## config.mk

```make
export PLATFORM = sky130hd
export DESIGN_NAME = utf8_text_classifier
export DESIGN_NICKNAME = d
export VERILOG_FILES = /design/src/utf8tc_pkg.sv /design/src/utf8_text_classifier.sv /design/src/utf8tc_scan.sv
export SDC_FILE = /design/constraint.sdc
export NUM_CORES = 1
export LEC_CHECK = 0
export BUFFER_PORTS_ARGS = -buffer_cell sky130_fd_sc_hd__buf_2
export CAP_MARGIN = 20
export CORE_MARGIN = 2
export CORE_UTILIZATION = 25
export DETAILED_ROUTE_END_ITERATION = 6
export GPL_ROUTABILITY_DRIVEN = 1
export HOLD_SLACK_MARGIN = 0.06
export PLACE_DENSITY_LB_ADDON = 0.3
export SLEW_MARGIN = 40
export SYNTH_ARGS = -nofsm -noshare
export SYNTH_HDL_FRONTEND = slang
export SYNTH_SLANG_ARGS = --single-unit
```

## constraint.sdc

```tcl
create_clock -name clock -period 7.18 [get_ports clock]
set_input_delay 1.436 -clock clock [delete_from_list [all_inputs] [get_ports clock]]
set_output_delay 1.436 -clock clock [all_outputs]
set_load 0.01 [all_outputs]
```

## src/utf8tc_pkg.sv

```systemverilog
// Package for the UTF-8 text classifier.
// Holds the channel payload types, the running string state and the byte constants.
// No dependencies.
package utf8tc_pkg;

   // Byte ranges and masks
   localparam logic [7:0] PRINT_LO     = 8'h20;
   localparam logic [7:0] PRINT_HI     = 8'h7E;
   localparam logic [7:0] TAB_BYTE     = 8'h09;
   localparam logic [7:0] LF_BYTE      = 8'h0A;
   localparam logic [7:0] CR_BYTE      = 8'h0D;
   localparam logic [7:0] NUL_BYTE     = 8'h00;
   localparam logic [7:0] LEAD2_LO     = 8'hC2;
   localparam logic [7:0] LEAD2_HI     = 8'hDF;
   localparam logic [7:0] LEAD3_LO     = 8'hE0;
   localparam logic [7:0] LEAD3_HI     = 8'hEF;
   localparam logic [7:0] LEAD4_LO     = 8'hF0;
   localparam logic [7:0] LEAD4_HI     = 8'hF4;
   localparam logic [7:0] CONT_MASK    = 8'hC0;
   localparam logic [7:0] CONT_PATTERN = 8'h80;

   localparam logic [15:0] COUNT_MAX         = 16'hFFFF;
   localparam logic [15:0] MIN_PRINTABLE_RST = 16'd3;

   // Continuation bytes owed after each lead class
   localparam logic [1:0] CONT_NONE  = 2'd0;
   localparam logic [1:0] CONT_LEAD2 = 2'd1;
   localparam logic [1:0] CONT_LEAD3 = 2'd2;
   localparam logic [1:0] CONT_LEAD4 = 2'd3;

   typedef struct packed {
      logic [7:0] byte_value;
      logic       last_byte;
   } req_payload_type;

   typedef struct packed {
      logic        is_text;
      logic [15:0] printable_total;
   } rsp_payload_type;

   // Running state of the string being scanned
   typedef struct packed {
      logic [1:0]  pending_continuations;
      logic        string_failed;
      logic        nul_seen;
      logic        body_seen;
      logic [15:0] printable_count;
   } scan_state_type;

endpackage

```

## src/utf8_text_classifier.sv

```systemverilog
// Top level of the UTF-8 text classifier: input register, string state, result register.
// Depends on utf8tc_pkg and utf8tc_scan.
//
// Usage:
//  - req channel: one byte of a string per item, last_byte marks its final byte.
//  - rsp channel: one verdict item per string (is_text, printable_total), sent
//    after the item that carries last_byte; other bytes give no result.
//  - csr port: csr_write_enable/csr_write_data set min_printable (reset 3).
//    Write it only while no string is in flight.
// Timing:
//  - Two register stages: a byte enters the input register, then updates the
//    string state; the verdict is registered in the result register once its
//    last byte leaves the input register.
//  - Throughput is one byte per cycle unless a last byte waits on a full result
//    slot; the only loop is the string state register updated by the byte rules.
// Reset (synchronous) empties both stages and clears the string state.
// Stall: a verdict waiting on rsp blocks only the next last byte; ordinary
// bytes keep flowing and req_ready drops only when a last byte must wait.
module utf8_text_classifier (
   input  logic                         clock,
   input  logic                         reset,
   input  logic                         req_valid,
   output logic                         req_ready,
   input  utf8tc_pkg::req_payload_type  req_payload,
   output logic                         rsp_valid,
   input  logic                         rsp_ready,
   output utf8tc_pkg::rsp_payload_type  rsp_payload,
   input  logic                         csr_write_enable,
   input  logic [15:0]                  csr_write_data
);
   import utf8tc_pkg::*;

   req_payload_type in_ff;
   logic            in_valid_ff, in_valid_in;
   scan_state_type  state_ff, state_in, state_scan;
   rsp_payload_type rsp_ff, rsp_in;
   logic            rsp_valid_ff, rsp_valid_in;
   logic [15:0]     min_ff, min_in;
   logic            advance;
   logic            verdict_ok;

   // Stage 1 item moves on unless it is a last byte and the result slot is full
   assign advance   = in_valid_ff &&
                      (!in_ff.last_byte || !rsp_valid_ff || rsp_ready);
   assign req_ready = !in_valid_ff || advance;

   utf8tc_scan u_scan (
      .state_cur  (state_ff),
      .byte_value (in_ff.byte_value),
      .state_next (state_scan)
   );

   // Verdict on the updated state
   assign verdict_ok = !state_scan.string_failed &&
                       (state_scan.pending_continuations == CONT_NONE) &&
                       state_scan.body_seen &&
                       (state_scan.printable_count >= min_ff);

   // Next values
   always_comb begin
      in_valid_in  = req_valid ? 1'b1 : (advance ? 1'b0 : in_valid_ff);
      state_in     = state_ff;
      rsp_in       = rsp_ff;
      rsp_valid_in = rsp_ready ? 1'b0 : rsp_valid_ff;
      min_in       = csr_write_enable ? csr_write_data : min_ff;
      if (advance) begin
         if (in_ff.last_byte) begin
            state_in               = '0;
            rsp_in.is_text         = verdict_ok;
            rsp_in.printable_total = state_scan.printable_count;
            rsp_valid_in           = 1'b1;
         end else begin
            state_in = state_scan;
         end
      end
   end

   // Control registers
   always_ff @(posedge clock) begin
      if (reset) begin
         in_valid_ff  <= 1'b0;
         rsp_valid_ff <= 1'b0;
         state_ff     <= '0;
         min_ff       <= MIN_PRINTABLE_RST;
      end else begin
         in_valid_ff  <= in_valid_in;
         rsp_valid_ff <= rsp_valid_in;
         state_ff     <= state_in;
         min_ff       <= min_in;
      end
   end

   // Payload registers
   always_ff @(posedge clock) begin
      if (req_valid && req_ready) begin
         in_ff <= req_payload;
      end
      rsp_ff <= rsp_in;
   end

   assign rsp_valid   = rsp_valid_ff;
   assign rsp_payload = rsp_ff;

`ifndef SYNTHESIS
   // A last byte leaves the string state cleared
   a_clear_after_last: assert property (@(posedge clock) disable iff (reset)
      advance && in_ff.last_byte |=> state_ff == '0)
      else $error("string state not cleared after last byte");

   // A text verdict never reports fewer printable bytes than the threshold
   a_verdict_threshold: assert property (@(posedge clock) disable iff (reset)
      rsp_valid_ff && rsp_ff.is_text |-> rsp_ff.printable_total >= min_ff)
      else $error("text verdict below threshold");

   // No sequence can open once a NUL has been taken on a live string
   a_nul_no_pending: assert property (@(posedge clock) disable iff (reset)
      !state_ff.string_failed && state_ff.nul_seen |->
         state_ff.pending_continuations == CONT_NONE)
      else $error("pending sequence after NUL");

   // A held stage-1 item is not overwritten
   a_stage1_hold: assert property (@(posedge clock) disable iff (reset)
      in_valid_ff && !advance |=> in_valid_ff && $stable(in_ff))
      else $error("stage 1 item lost while stalled");
`endif

endmodule

```

## src/utf8tc_scan.sv

```systemverilog
// Next-state logic for one byte of the string.
// Pure combinational; depends on utf8tc_pkg.
module utf8tc_scan (
   input  utf8tc_pkg::scan_state_type state_cur,
   input  logic [7:0]                 byte_value,
   output utf8tc_pkg::scan_state_type state_next
);
   import utf8tc_pkg::*;

   logic        is_cont;
   logic        is_print;
   logic        is_space;
   logic [15:0] count_inc;

   assign is_cont  = (byte_value & CONT_MASK) == CONT_PATTERN;
   assign is_print = (byte_value >= PRINT_LO) && (byte_value <= PRINT_HI);
   assign is_space = (byte_value == TAB_BYTE) || (byte_value == LF_BYTE) ||
                     (byte_value == CR_BYTE);

   // Saturating count step
   assign count_inc = (state_cur.printable_count == COUNT_MAX) ?
                      state_cur.printable_count :
                      state_cur.printable_count + 16'd1;

   // Byte rules; a failed string freezes
   always_comb begin
      state_next = state_cur;
      priority if (state_cur.string_failed) begin
         state_next = state_cur;
      end else if (byte_value == NUL_BYTE) begin
         if (state_cur.pending_continuations != CONT_NONE) begin
            state_next.string_failed = 1'b1;
         end else begin
            state_next.nul_seen = 1'b1;
         end
      end else if (state_cur.nul_seen) begin
         state_next.string_failed = 1'b1;
      end else if (state_cur.pending_continuations != CONT_NONE) begin
         state_next.body_seen = 1'b1;
         if (is_cont) begin
            state_next.pending_continuations = state_cur.pending_continuations - 2'd1;
            state_next.printable_count       = count_inc;
         end else begin
            state_next.string_failed = 1'b1;
         end
      end else begin
         state_next.body_seen = 1'b1;
         priority if (is_print) begin
            state_next.printable_count = count_inc;
         end else if (is_space) begin
            state_next.printable_count = state_cur.printable_count;
         end else if ((byte_value >= LEAD2_LO) && (byte_value <= LEAD2_HI)) begin
            state_next.pending_continuations = CONT_LEAD2;
            state_next.printable_count       = count_inc;
         end else if ((byte_value >= LEAD3_LO) && (byte_value <= LEAD3_HI)) begin
            state_next.pending_continuations = CONT_LEAD3;
            state_next.printable_count       = count_inc;
         end else if ((byte_value >= LEAD4_LO) && (byte_value <= LEAD4_HI)) begin
            state_next.pending_continuations = CONT_LEAD4;
            state_next.printable_count       = count_inc;
         end else begin
            state_next.string_failed = 1'b1;
         end
      end
   end

endmodule
```

# Yosys cells after proc, flatten, opt, wreduce, memory -nomap -nowiden
# Index checks and enable logic that the tools add are counted.
[op_classes] addsub=2 multipliers=0 div=0 n_lt_le_gt_ge=9 n_eq_ne=7 shift=0 muxes=35 n_bitwise=0 n_reduce_logical=25
[ops] cell="two-way mux 16 bit" n=8
[ops] cell="two-way mux 21 bit" n=2
[ops] cell="two-way mux 17 bit" n=2
[ops] cell="== test 8 x 4 -> 1 bit, second input constant" n=3
[ops] cell=">= comparator 8 bit, second input constant" n=3
[ops] cell="less-or-equal comparator 8 bit, second input constant" n=3
[ops] cell="adder 16 x 1 -> 16 bit, second input constant" n=1
[ops] cell="== test 16 bit, second input constant" n=1
[ops] cell=">= comparator 16 bit" n=1
[ops] cell="two-way mux 1 bit" n=14
[ops] cell="two-way mux 2 bit" n=6
[ops] cell="logical AND 1 bit" n=9
[ops] cell="two-way mux 3 bit" n=3
[ops] cell=">= comparator 8 x 6 -> 1 bit, second input constant" n=1
[ops] cell="less-or-equal comparator 8 x 7 -> 1 bit, second input constant" n=1
[ops] cell="zero test 8 bit" n=1
[ops] cell="nonzero test 2 bit" n=3
[ops] cell="logical OR 1 bit" n=5
[ops] cell="zero test 1 bit" n=4
[ops] cell="inequality test 2 bit, second input constant" n=2
[ops] cell="AND reduction 4 bit" n=1
[ops] cell="== test 2 bit, second input constant" n=1
[ops] cell="zero test 2 bit" n=1
[ops] cell="AND reduction 2 bit" n=1
[ops] cell="subtractor 2 x 1 -> 2 bit, second input constant" n=1
[totals] ff_bits=65 latch_bits=0 ram_bits=0 romBits=0 in_bits=30 output_inout_bits=19 word_cells=90 memories=0

# Logic depth before layout (Yosys ltp)
# Gate-level depths: netlist of the first run.
[logic_depth] depth_word=15 depth_mapped=16 ltp_nobuf=14

# Cells and area by module
# A second synthesis of the first run with hierarchy kept.
[hier_totals] hier_cells=329 hier_area_um2=3389.5
[modules_own_cells] module="utf8_text_classifier" n_inst=1 cells_each=216 area_each_um2=2551.2 seq_area_each_um2=1561.5
[modules_own_cells] module="utf8tc_scan" n_inst=1 cells_each=113 area_each_um2=838.3 seq_area_each_um2=0.0

# Worst setup path before layout of the first run
# Ideal clock, no wire load.
[synth_timing] path_type="in2out" start="input rsp_ready" end="output req_ready" arrival_ns=1.788 path_slack_ns=3.956 cell_stages=2 n_path_buf=0 path_cell_list="nor2b_1 -> nand3_1"
[synth_via] elab_chain_cells=3
[synth_rtl] element="start, declared" line="utf8_text_classifier.sv:26" source="input logic rsp_ready,"
[synth_rtl] element="logical OR 1 bit" line="utf8_text_classifier.sv:44" source="(!in_ff.last_byte || !rsp_valid_ff || rsp_ready);"
[synth_rtl] element="logical AND 1 bit" line="utf8_text_classifier.sv:43" source="assign advance = in_valid_ff &&"
[synth_rtl] element="logical OR 1 bit" line="utf8_text_classifier.sv:45" source="assign req_ready = !in_valid_ff || advance;"
[synth_rtl] element="end, declared" line="utf8_text_classifier.sv:23" source="output logic req_ready,"
# No other way between the ends.

==> out/results.ini, run 1 <==
[clocking]
cts_made_buffers = 9
clock_path_buffers = 2
cts_sinks = 65
clock_latency_ps = 330
htree_num_levels = 3
ctsHoldBuffers = 0
cts_resized = 0
tritoncts = built
post-cts-setup-buffer-count = 0
path_clk_slew_ps = 50
root_buffer = clkbuf_16

[critical_path]
worstPathCellList = and4_1 -> a41oi_1 -> a211o_1 -> nand3_1 -> or3_1 -> xnor2_1 -> ha_1 -> a2111oi_0 -> a21oi_1 -> o211a_1
critPathMaxFanout = 14
cp_slowest_stage_delay_ps = 520
r2r_end = rsp_payload[16]
cp-startpoint = in_ff[7]
rr_startpoint = in_ff[7]
path_buf_inv = 0
critical_path_arrival_ps = 3800
slowest_stage = or3_1
r2r_setup_slack_ps = 3470
critical-path-top-delay-family = compound AO/OA/AOI/OAI gates
setup.worst_path.start_class = flop
endpoint_kind = flop
worst_r2r_path_depth = 10
timing_worst_setup_path_type = reg2reg
cp.required_ps = 7270

[global_route]
antenna_found_initial = 0
grt_pass1_wl_um = 12700
grt_use_total = 0.112
grt_max_degree = 24
grt_pass1_vias = 2583
grt-ovfl-total = 0

[synth]
syn_avg_cell_area_um2 = 9.65
netlist_area_um2 = 3450
synth_area_leaders = dfxtp_1 (23%), edfxtp_1 (23%), ha_1 (6.5%), mux2i_1 (5.8%), nor2_1 (3.8%)
yosysSeqAreaShare = 0.452
synth_top_cell_by_area = dfxtp_1
synthDistinctLibCells = 59
synth_top_area_share = 0.226
synth_seq_cells = 65
yosysWarnings = 0
syn-num-nets = 406
netlist_instances = 358
synth_ff_type = dfxtp_1
synthArstFlopShare = 0
synth_edf_count = 26

[placement]
io_buffers = 48
place_congestion = 0.884
pre_cts_ws_ps = 3460
hpwl_um = 5830
dpl_cell_area_um2 = 3830

[timing]
setup_ws_ps = 3470
tightestPinTransition_ps = 766
final-hold-violation-count = 0
fin_crit_sh = 0.516
whs_ps = 476
rsz0062_at_grt = false
post-route-min-period_ps = 3710
fmax_ghz = 0.270
slew_viol_final = 0
setup_violations = 0
tns_ps = 0
slew_headroom = 0.488
skew_ps = 4.21

[floorplanning]
io_pins = 49
chipWidth_um = 122
die_h_um = 122
die-area_um2 = 14800
coreArea_um2 = 13300
rows = 42
start_util = 0.259

[finish]
area_growth_syn_to_layout_pct = 20.3
regArea_um2 = 1560
multiInputGateArea_um2 = 1720
diodes = 0
finalNetCount = 449
finish.instance_area_um2 = 4150
drive_gt1_frac = 0.187
fill_cells = 1413

[power_and_ir_drop]
power_leakage_nw = 1.77
peakVddDrop_v = 0.000106
powerDensity_nw_per_um2 = 230
total_power_mw = 0.954

[route]
first_pass_iters = 4
wl_um = 8000
vias = 2800
wl_per_cell_um = 13.7
first_iter_violations = 197
ant_nets = 0
drt_drc_violations_left = 0
vias_per_cell = 4.81

[worst_hold_path]
hold_class = reg2reg
hp-start = state_ff[16]
hold_path_end = state_ff[16]
min_path_cells = 2

[job]
cap_violations = 0

[outcome]
outcome = finished, final reports clean

## stage by stage
stage,std cells,utilization
finish,582,0.311
global route,582,0.311
CTS,582,0.311
detailed placement,566,0.287
global placement,566,0.287
floorplan,358,-
## Yosys cell counts, drive strengths merged, types with 3 or more instances
cell and instances:
dfxtp 39, nor2 36, nand2 27, edfxtp 26, inv 25, mux2i 20, ha 18, a21oi 16
nand3 14, buf 10, o21ai 10, o211ai 9, a31oi 8, xnor2 8, a21o 7, nand4 7
nor3 7, clkbuf 6, nand2b 6, nor4 5, and2 4, and3 4, o211a 3, o31ai 3
or2 3, or3 3, xor2 3
## cell usage in the layout (no fill, tap or decap), types with 7 or more instances in the layout
| cell | n |
|---|---|
| buf_2 | 48 |
| dfxtp_1 | 39 |
| nor2_1 | 35 |
| nand2_1 | 27 |
| edfxtp_1 | 26 |
| inv_1 | 25 |
| mux2i_1 | 20 |
| ha_1 | 18 |
| a21oi_1 | 16 |
| nand3_1 | 14 |
| o211ai_1 | 9 |
| o21ai_0 | 9 |
| clkbuf_16 | 9 |
| xnor2_1 | 8 |
| nand4_1 | 7 |
| a21o_1 | 7 |
| a31oi_1 | 7 |
## how the worst max path moves through the flow
stage | endpoint | slack [ps] | cells past startpoint
floorplan | req_ready | 3960 | 2
global placement | rsp_payload[16] | 3570 | 10
detailed placement | rsp_payload[16] | 3460 | 10
CTS | rsp_payload[16] | 3450 | 10
global route | rsp_payload[16] | 3090 | 10
finish | rsp_payload[16] | 3470 | 10
## worst min-delay path, delay by kind of cell (launching register included)
| kind | cells | cell delay [ps] |
|---|---|---|
| AO/OA/AOI/OAI | 1 | 40 |
| flip-flops | 1 | 330 |
| AND/OR/NAND/NOR | 1 | 70 |
## layout make-up
type / instances / share of cell area
clock buffers: 10 / 0.0575
flip-flops and latches: 65 / 0.376
multi-input cells: 252 / 0.414
inverters: 25 / 0.0226
clock inverters: 6 / 0.0196
well taps: 176 / 0.0530
repair buffers: 48 / 0.0578
## flip-flops by register name, summed over array words and instances (netlist names)
register,cells
state_ff,21
in_ff,9
rsp_payload,17
rsp_valid,1
min_ff,16
in_valid_ff,1
## power breakdown
group	switching, mW	internal [mW]	total (mW)
logic	0.0480	0.0292	0.0772
registers	0.00889	0.395	0.404
clock network	0.162	0.311	0.473
total	0.219	0.735	0.954
## metal layers
layer	routed length, µm	track usage	vias to the layer above
met5	0	0	-
met4	172	0.0474	0
met2	3440	0.167	80
met1	3870	0.150	1304
met3	517	0.0356	16
li1	-	-	1400
## kinds of logic after synthesis
kind of cell	share of synthesized area
buffers and inverters	0.0525
AO/OA/AOI/OAI	0.156
AND/OR/NAND/NOR	0.182
flip-flops	0.452
multiplexers	0.0645
XOR/XNOR	0.0279
adder cells (fa/ha/maj)	0.0652
Note: power is estimated with default switching activity, not from simulation.
==> run 2: changes to the inputs <==
==> constraint.sdc (replaced) <==
create_clock -name clock -period 3.11 [get_ports clock]
set_input_delay 0.622 -clock clock [delete_from_list [all_inputs] [get_ports clock]]
set_output_delay 0.622 -clock clock [all_outputs]
set_load 0.01 [all_outputs]
==> run 2 against run 1 <==
Against the previous run: register-to-register slack lost 3400 ps; sequential cell count is the same; critical path depth grew 2; core utilization grew 6.1 points; clock power grew 130%; clock skew grew 2.9 ps; critical path type unchanged.
==> out/results.ini, run 2 (synthesis gave the netlist of run 1 again) <==
[timing]
tightestPinTransition_ps = 870  ; was 766 ps
setup_violations = 0  ; unchanged
skew_ps = 7.10  ; was 4.21 ps
post-route-min-period_ps = 3080  ; was 3710 ps
slew_headroom = 0.418  ; was 0.488
final-hold-violation-count = 0  ; unchanged
fin_crit_sh = 0.991  ; was 0.516
slew_viol_final = 0  ; unchanged
tns_ps = 0  ; unchanged
rsz0062_at_grt = true  ; was false
setup_ws_ps = 28.2  ; was 3470 ps
fmax_ghz = 0.324  ; was 0.270 GHz

[critical_path]
setup.worst_path.start_class = flop  ; unchanged
slowest_stage = edfxtp_1  ; was or3_1
critPathMaxFanout = 8  ; was 14
worst_r2r_path_depth = 12  ; was 10
cp.depth = 12  ; was 10
timing_worst_setup_path_type = reg2reg  ; unchanged
worstPathCellList = o21a_1 -> o211ai_1 -> a211o_1 -> buf_6 -> and3_4 -> buf_4 -> nand2_1 -> xnor2_1 -> ha_1 -> a2111oi_4 -> a21oi_2 -> o211a_1  ; was and4_1 -> a41oi_1 -> a211o_1 -> nand3_1 -> or3_1 -> xnor2_1 -> ha_1 -> a2111oi_0 -> a21oi_1 -> o211a_1
cp.required_ps = 3200  ; was 7270 ps
cp_slowest_stage_delay_ps = 440  ; was 520 ps
endpoint_kind = flop  ; unchanged
r2r_setup_slack_ps = 30  ; was 3470 ps
critical-path-top-delay-family = compound AO/OA/AOI/OAI gates  ; unchanged
critical_path_arrival_ps = 3180  ; was 3800 ps
path_buf_inv = 2  ; was 0

[finish]
final_cell_mix = buf_4 (72), buf_2 (48), dfxtp_1 (38)  ; was buf_2 (48), dfxtp_1 (39), nor2_1 (35)
diodes = 0  ; unchanged
drive_gt1_frac = 0.364  ; was 0.187
area_growth_syn_to_layout_pct = 43.7  ; was 20.3%
final_core_util = 0.372  ; was 0.311
top_register = state_ff  ; unchanged
finalNetCount = 526  ; was 449
layout_commonest_cell = buf_4  ; was buf_2
largest_reg_flops = 21  ; unchanged

[floorplanning]
coreArea_um2 = 13300  ; unchanged
rows = 42  ; unchanged
start_util = 0.259  ; unchanged
die-area_um2 = 14800  ; unchanged
chipWidth_um = 122  ; unchanged
io_pins = 49  ; unchanged
die_h_um = 122  ; unchanged

[power_and_ir_drop]
power_leakage_nw = 2.25  ; was 1.77 nW
peakVddDrop_v = 0.000255  ; was 0.000106 V
powerDensity_nw_per_um2 = 464  ; was 230 nW/µm²
total_power_mw = 2.30  ; was 0.954 mW

[clocking]
tritoncts = built  ; unchanged
htree_num_levels = 3  ; unchanged
ctsHoldBuffers = 0  ; unchanged
clock_latency_ps = 340  ; was 330 ps
clock_path_buffers = 2  ; unchanged
path_clk_slew_ps = 60  ; was 50 ps
cts_made_buffers = 9  ; unchanged
cts_sinks = 65  ; unchanged
root_buffer = clkbuf_16  ; unchanged

[route]
wl_um = 9060  ; was 8000 µm
vias = 3050  ; was 2800
vias_per_cell = 4.63  ; was 4.81
first_iter_violations = 145  ; was 197
ant_nets = 0  ; unchanged
first_pass_iters = 4  ; unchanged
drt_drc_violations_left = 0  ; unchanged
wl_per_cell_um = 13.8  ; was 13.7 µm

[placement]
pre_cts_ws_ps = -139  ; was 3460 ps
place_congestion = 0.839  ; was 0.884
io_buffers = 48  ; unchanged
hpwl_um = 6540  ; was 5830 µm

[global_route]
grt_use_total = 0.125  ; was 0.112
antenna_found_initial = 0  ; unchanged
grt_max_degree = 24  ; unchanged
grt_pass1_vias = 2963  ; was 2583
grt-ovfl-total = 0  ; unchanged
grt_pass1_wl_um = 14200  ; was 12700 µm

[outcome]
outcome = finished, final reports clean  ; unchanged

[worst_hold_path]
min_path_cells = 1  ; was 2
hold_class = in2reg  ; was reg2reg

[job]
cap_violations = 0  ; unchanged

-- run 2: changes by cell type in the layout (fill, tap and decap cells not counted), sizes merged --
cell    previous run  this run
and3               4         5
clkinv             3         2
buf               48       124
inv               25        26
-- run 2: where the power goes --
group | internal [mW] | switching (mW) | leakage [nW]
clock | 0.725 | 0.385 | 0.159
sequential | 0.913 | 0.0175 | 0.585
combinational | 0.124 | 0.139 | 1.50
total | 1.76 | 0.542 | 2.25
-- run 2: final timing paths --
check                  from               to
min reg2reg    state_ff[16]     state_ff[16]
max reg2reg        in_ff[2]  rsp_payload[16]
min          req_payload[5]         in_ff[5]
max                in_ff[2]  rsp_payload[16]
-- run 2: routing by layer --
layer | part of all wire | up-vias | GRT usage | wire length, µm
li1 | - | 1545 | - | -
met1 | 0.47 | 1433 | 0.158 | 4270
met2 | 0.47 | 59 | 0.204 | 4260
met3 | 0.041 | 13 | 0.0375 | 374
met4 | 0.017 | 0 | 0.0409 | 155
met5 | 0 | - | 0 | 0
-- run 2: area by class of cell --
cell class / instances / area [µm²]
fillers: 1387 / 8390
multi-input cells: 253 / 1930
flip-flops and latches: 65 / 1560
repair buffers: 124 / 826
clock buffers: 10 / 239
well taps: 176 / 220
inverters: 25 / 93.8
clock inverters: 6 / 90.1
-- run 2: stage by stage --
step	hold WS [ps]	instances	area (µm²)
5_1_grt	437	659	4960
4_1_cts	442	649	4730
2_1_floorplan	437	358	3450
3_5_place_dp	467	624	4270
3_3_place_gp	459	624	4260
6_report	454	659	4960
-- run 2: timing repair --
action | CTS | global route
buffers inserted | 8 | 10
gates cloned | 1 | 0
setup endpoints to repair | 1 | 1
gates resized for setup | 13 | 29
pin swaps | 7 | 14
-- run 2: worst reg2reg max path: stages (launching register included) --
cell       delay [ps]
edfxtp_1          440
o21a_1            230
o211ai_1          230
a211o_1           230
buf_6             150
and3_4            270
buf_4             130
nand2_1            50
xnor2_1           150
ha_1              250
a2111oi_4         350
a21oi_2           120
o211a_1           230
==> run 3: changes to the inputs <==
--- a/config.mk
+++ b/config.mk
@@ -8,7 +8,7 @@
 export BUFFER_PORTS_ARGS = -buffer_cell sky130_fd_sc_hd__buf_2
 export CAP_MARGIN = 20
 export CORE_MARGIN = 2
-export CORE_UTILIZATION = 25
+export CORE_UTILIZATION = 45
 export DETAILED_ROUTE_END_ITERATION = 6
 export GPL_ROUTABILITY_DRIVEN = 1
 export HOLD_SLACK_MARGIN = 0.06
==> run 3 against run 2 <==
Against the previous run: the run now ends with setup timing left; maximum frequency is 2.1% lower; largest power group is now sequential cells; critical path depth grew 3; clock-buffer cell count down 1; critical endpoint unchanged; largest cell class unchanged.
==> out/results.ini, run 3 (synthesis gave the netlist of run 1 again) <==
[route]
first_iter_violations = 238  ; was 145
wl_um = 9470  ; was 9060 µm
vias = 3208  ; was 3050
vias_per_cell = 5.45  ; was 4.63
met3_length_um = 515  ; was 374 µm
wl_met1_um = 3830  ; was 4270 µm
ant_nets = 0  ; unchanged
first_pass_iters = 5  ; was 4
routed.top_layer = met4  ; unchanged
drt_drc_violations_left = 0  ; unchanged
wl_per_cell_um = 16.1  ; was 13.8 µm
wl_met2_um = 4900  ; was 4260 µm

[clocking]
path_clk_slew_ps = 80  ; was 60 ps
cts_made_buffers = 9  ; unchanged
root_buffer = clkbuf_8  ; was clkbuf_16
ctsHoldBuffers = 0  ; unchanged
clock_latency_ps = 350  ; was 340 ps
cts_sinks = 65  ; unchanged
tritoncts = built  ; unchanged
clock_path_buffers = 2  ; unchanged
htree_num_levels = 3  ; unchanged

[floorplanning]
start_util = 0.471  ; was 0.259
io_pins = 49  ; unchanged
coreArea_um2 = 7330  ; was 13300 µm²
die_h_um = 91.6  ; was 122 µm
chipWidth_um = 91.6  ; was 122 µm
rows = 31  ; was 42
die-area_um2 = 8390  ; was 14800 µm²

[timing]
rsz0062_at_grt = true  ; unchanged
setup_ws_ps = -38.3  ; was 28.2 ps
setup_violations = 2  ; was 0
post-route-min-period_ps = 3150  ; was 3080 ps
tightestPinTransition_ps = 739  ; was 870 ps
slew_viol_final = 0  ; unchanged
final-hold-violation-count = 0  ; unchanged
skew_ps = 8.32  ; was 7.10 ps
slew_headroom = 0.505  ; was 0.418
fin_crit_sh = 1.01  ; was 0.991
fmax_ghz = 0.318  ; was 0.324 GHz

[finish]
area_growth_syn_to_layout_pct = 39.2  ; was 43.7%
drive_gt1_frac = 0.376  ; was 0.364
finalNetCount = 533  ; was 526
diodes = 0  ; unchanged
fill_cells = 568  ; was 1387
final_cell_mix = buf_4 (78), buf_2 (48), dfxtp_1 (39)  ; was buf_4 (72), buf_2 (48), dfxtp_1 (38)
top_register = state_ff  ; unchanged
largest_reg_flops = 21  ; unchanged
layout_commonest_cell = buf_4  ; unchanged

[critical_path]
rr_startpoint = in_ff[7]  ; was in_ff[2]
setup.worst_path.start_class = flop  ; unchanged
cp.required_ps = 3220  ; was 3200 ps
critPathMaxFanout = 5  ; was 8
critical_path_arrival_ps = 3260  ; was 3180 ps
timing_worst_setup_path_type = reg2reg  ; unchanged
endpoint_kind = flop  ; unchanged
cp-startpoint = in_ff[7]  ; was in_ff[2]

[job]
cap_violations = 0  ; unchanged

[placement]
place_congestion = 0.961  ; was 0.839
io_buffers = 48  ; unchanged
hpwl_um = 6070  ; was 6540 µm
pre_cts_ws_ps = -153  ; was -139 ps

[power_and_ir_drop]
total_power_mw = 2.04  ; was 2.30 mW
peakVddDrop_v = 0.000260  ; was 0.000255 V
power_leakage_nw = 2.21  ; was 2.25 nW
powerDensity_nw_per_um2 = 424  ; was 464 nW/µm²

[global_route]
grt_use_total = 0.229  ; was 0.125
antenna_found_initial = 0  ; unchanged
grt_pass1_vias = 3268  ; was 2963
grt_pass1_wl_um = 15100  ; was 14200 µm
grt_max_degree = 24  ; unchanged
grt-ovfl-total = 0  ; unchanged

[worst_hold_path]
hold_class = in2reg  ; unchanged
hp-start = req_payload[5]  ; unchanged

[outcome]
outcome = finished with violations  ; was finished, final reports clean
violations = setup timing

## run 3: routing by layer
| layer | track usage | vias to the layer above |
|---|---|---|
| li1 | - | 1565 |
| met3 | 0.0548 | 22 |
| met5 | 0 | - |
| met2 | 0.412 | 122 |
| met4 | 0.0846 | 0 |
| met1 | 0.260 | 1499 |
## run 3: final timing paths
check	end	slack [ps]	cells past startpoint
worst max-delay path	rsp_payload[16]	-40	15
worst max register to register	rsp_payload[16]	-40	15
worst min-delay path	in_ff[5]	440	1
worst min register to register	state_ff[16]	480	2
## run 3: per-stage QoR
stage                     cells  utilization  hold slack (ps)  setup TNS, ps  area (µm²)
final                       589        0.656              438          -44.0        4810
after global routing        589        0.656              429           -170        4810
after CTS                   586        0.634              430              0        4650
after detailed placement    537        0.560              459           -153        4100
after global placement      537        0.560              455          -57.8        4100
after floorplan             358            -              437              0        3450
## run 3: layout make-up
cell class / count / area, µm² / share of cell area
Multi-Input combinational cell: 252 / 1900 / 0.394
Timing Repair Buffer: 132 / 916 / 0.190
Sequential cell: 65 / 1560 / 0.325
Clock inverter: 7 / 93.8 / 0.0195
Clock buffer: 9 / 124 / 0.0258
Tap cell: 99 / 124 / 0.0258
Inverter: 25 / 93.8 / 0.0195
## run 3: critical path: stages, from the launching register on
cell and delay [ps]:
edfxtp_1 490, buf_6 180, nand4b_1 120, o211ai_1 140, a211o_1 310, buf_6 150, and3_4 180, buf_12 140
nand2_4 60, xnor2_2 120, ha_1 280, a21oi_2 140, a21boi_1 70, o211ai_1 200, a21oi_2 100, o211a_1 220
## run 3: report_power, final
| part | internal (mW) | switching, mW | total (mW) |
|---|---|---|---|
| registers | 0.911 | 0.0180 | 0.929 |
| clock network | 0.450 | 0.345 | 0.796 |
| logic | 0.157 | 0.158 | 0.315 |
## run 3: what timing repair did
item	CTS	global route
buffers inserted	33	3
pin swaps	8	21
gates cloned	0	1
endpoints found under the setup margin	1	2
resized for setup	16	24
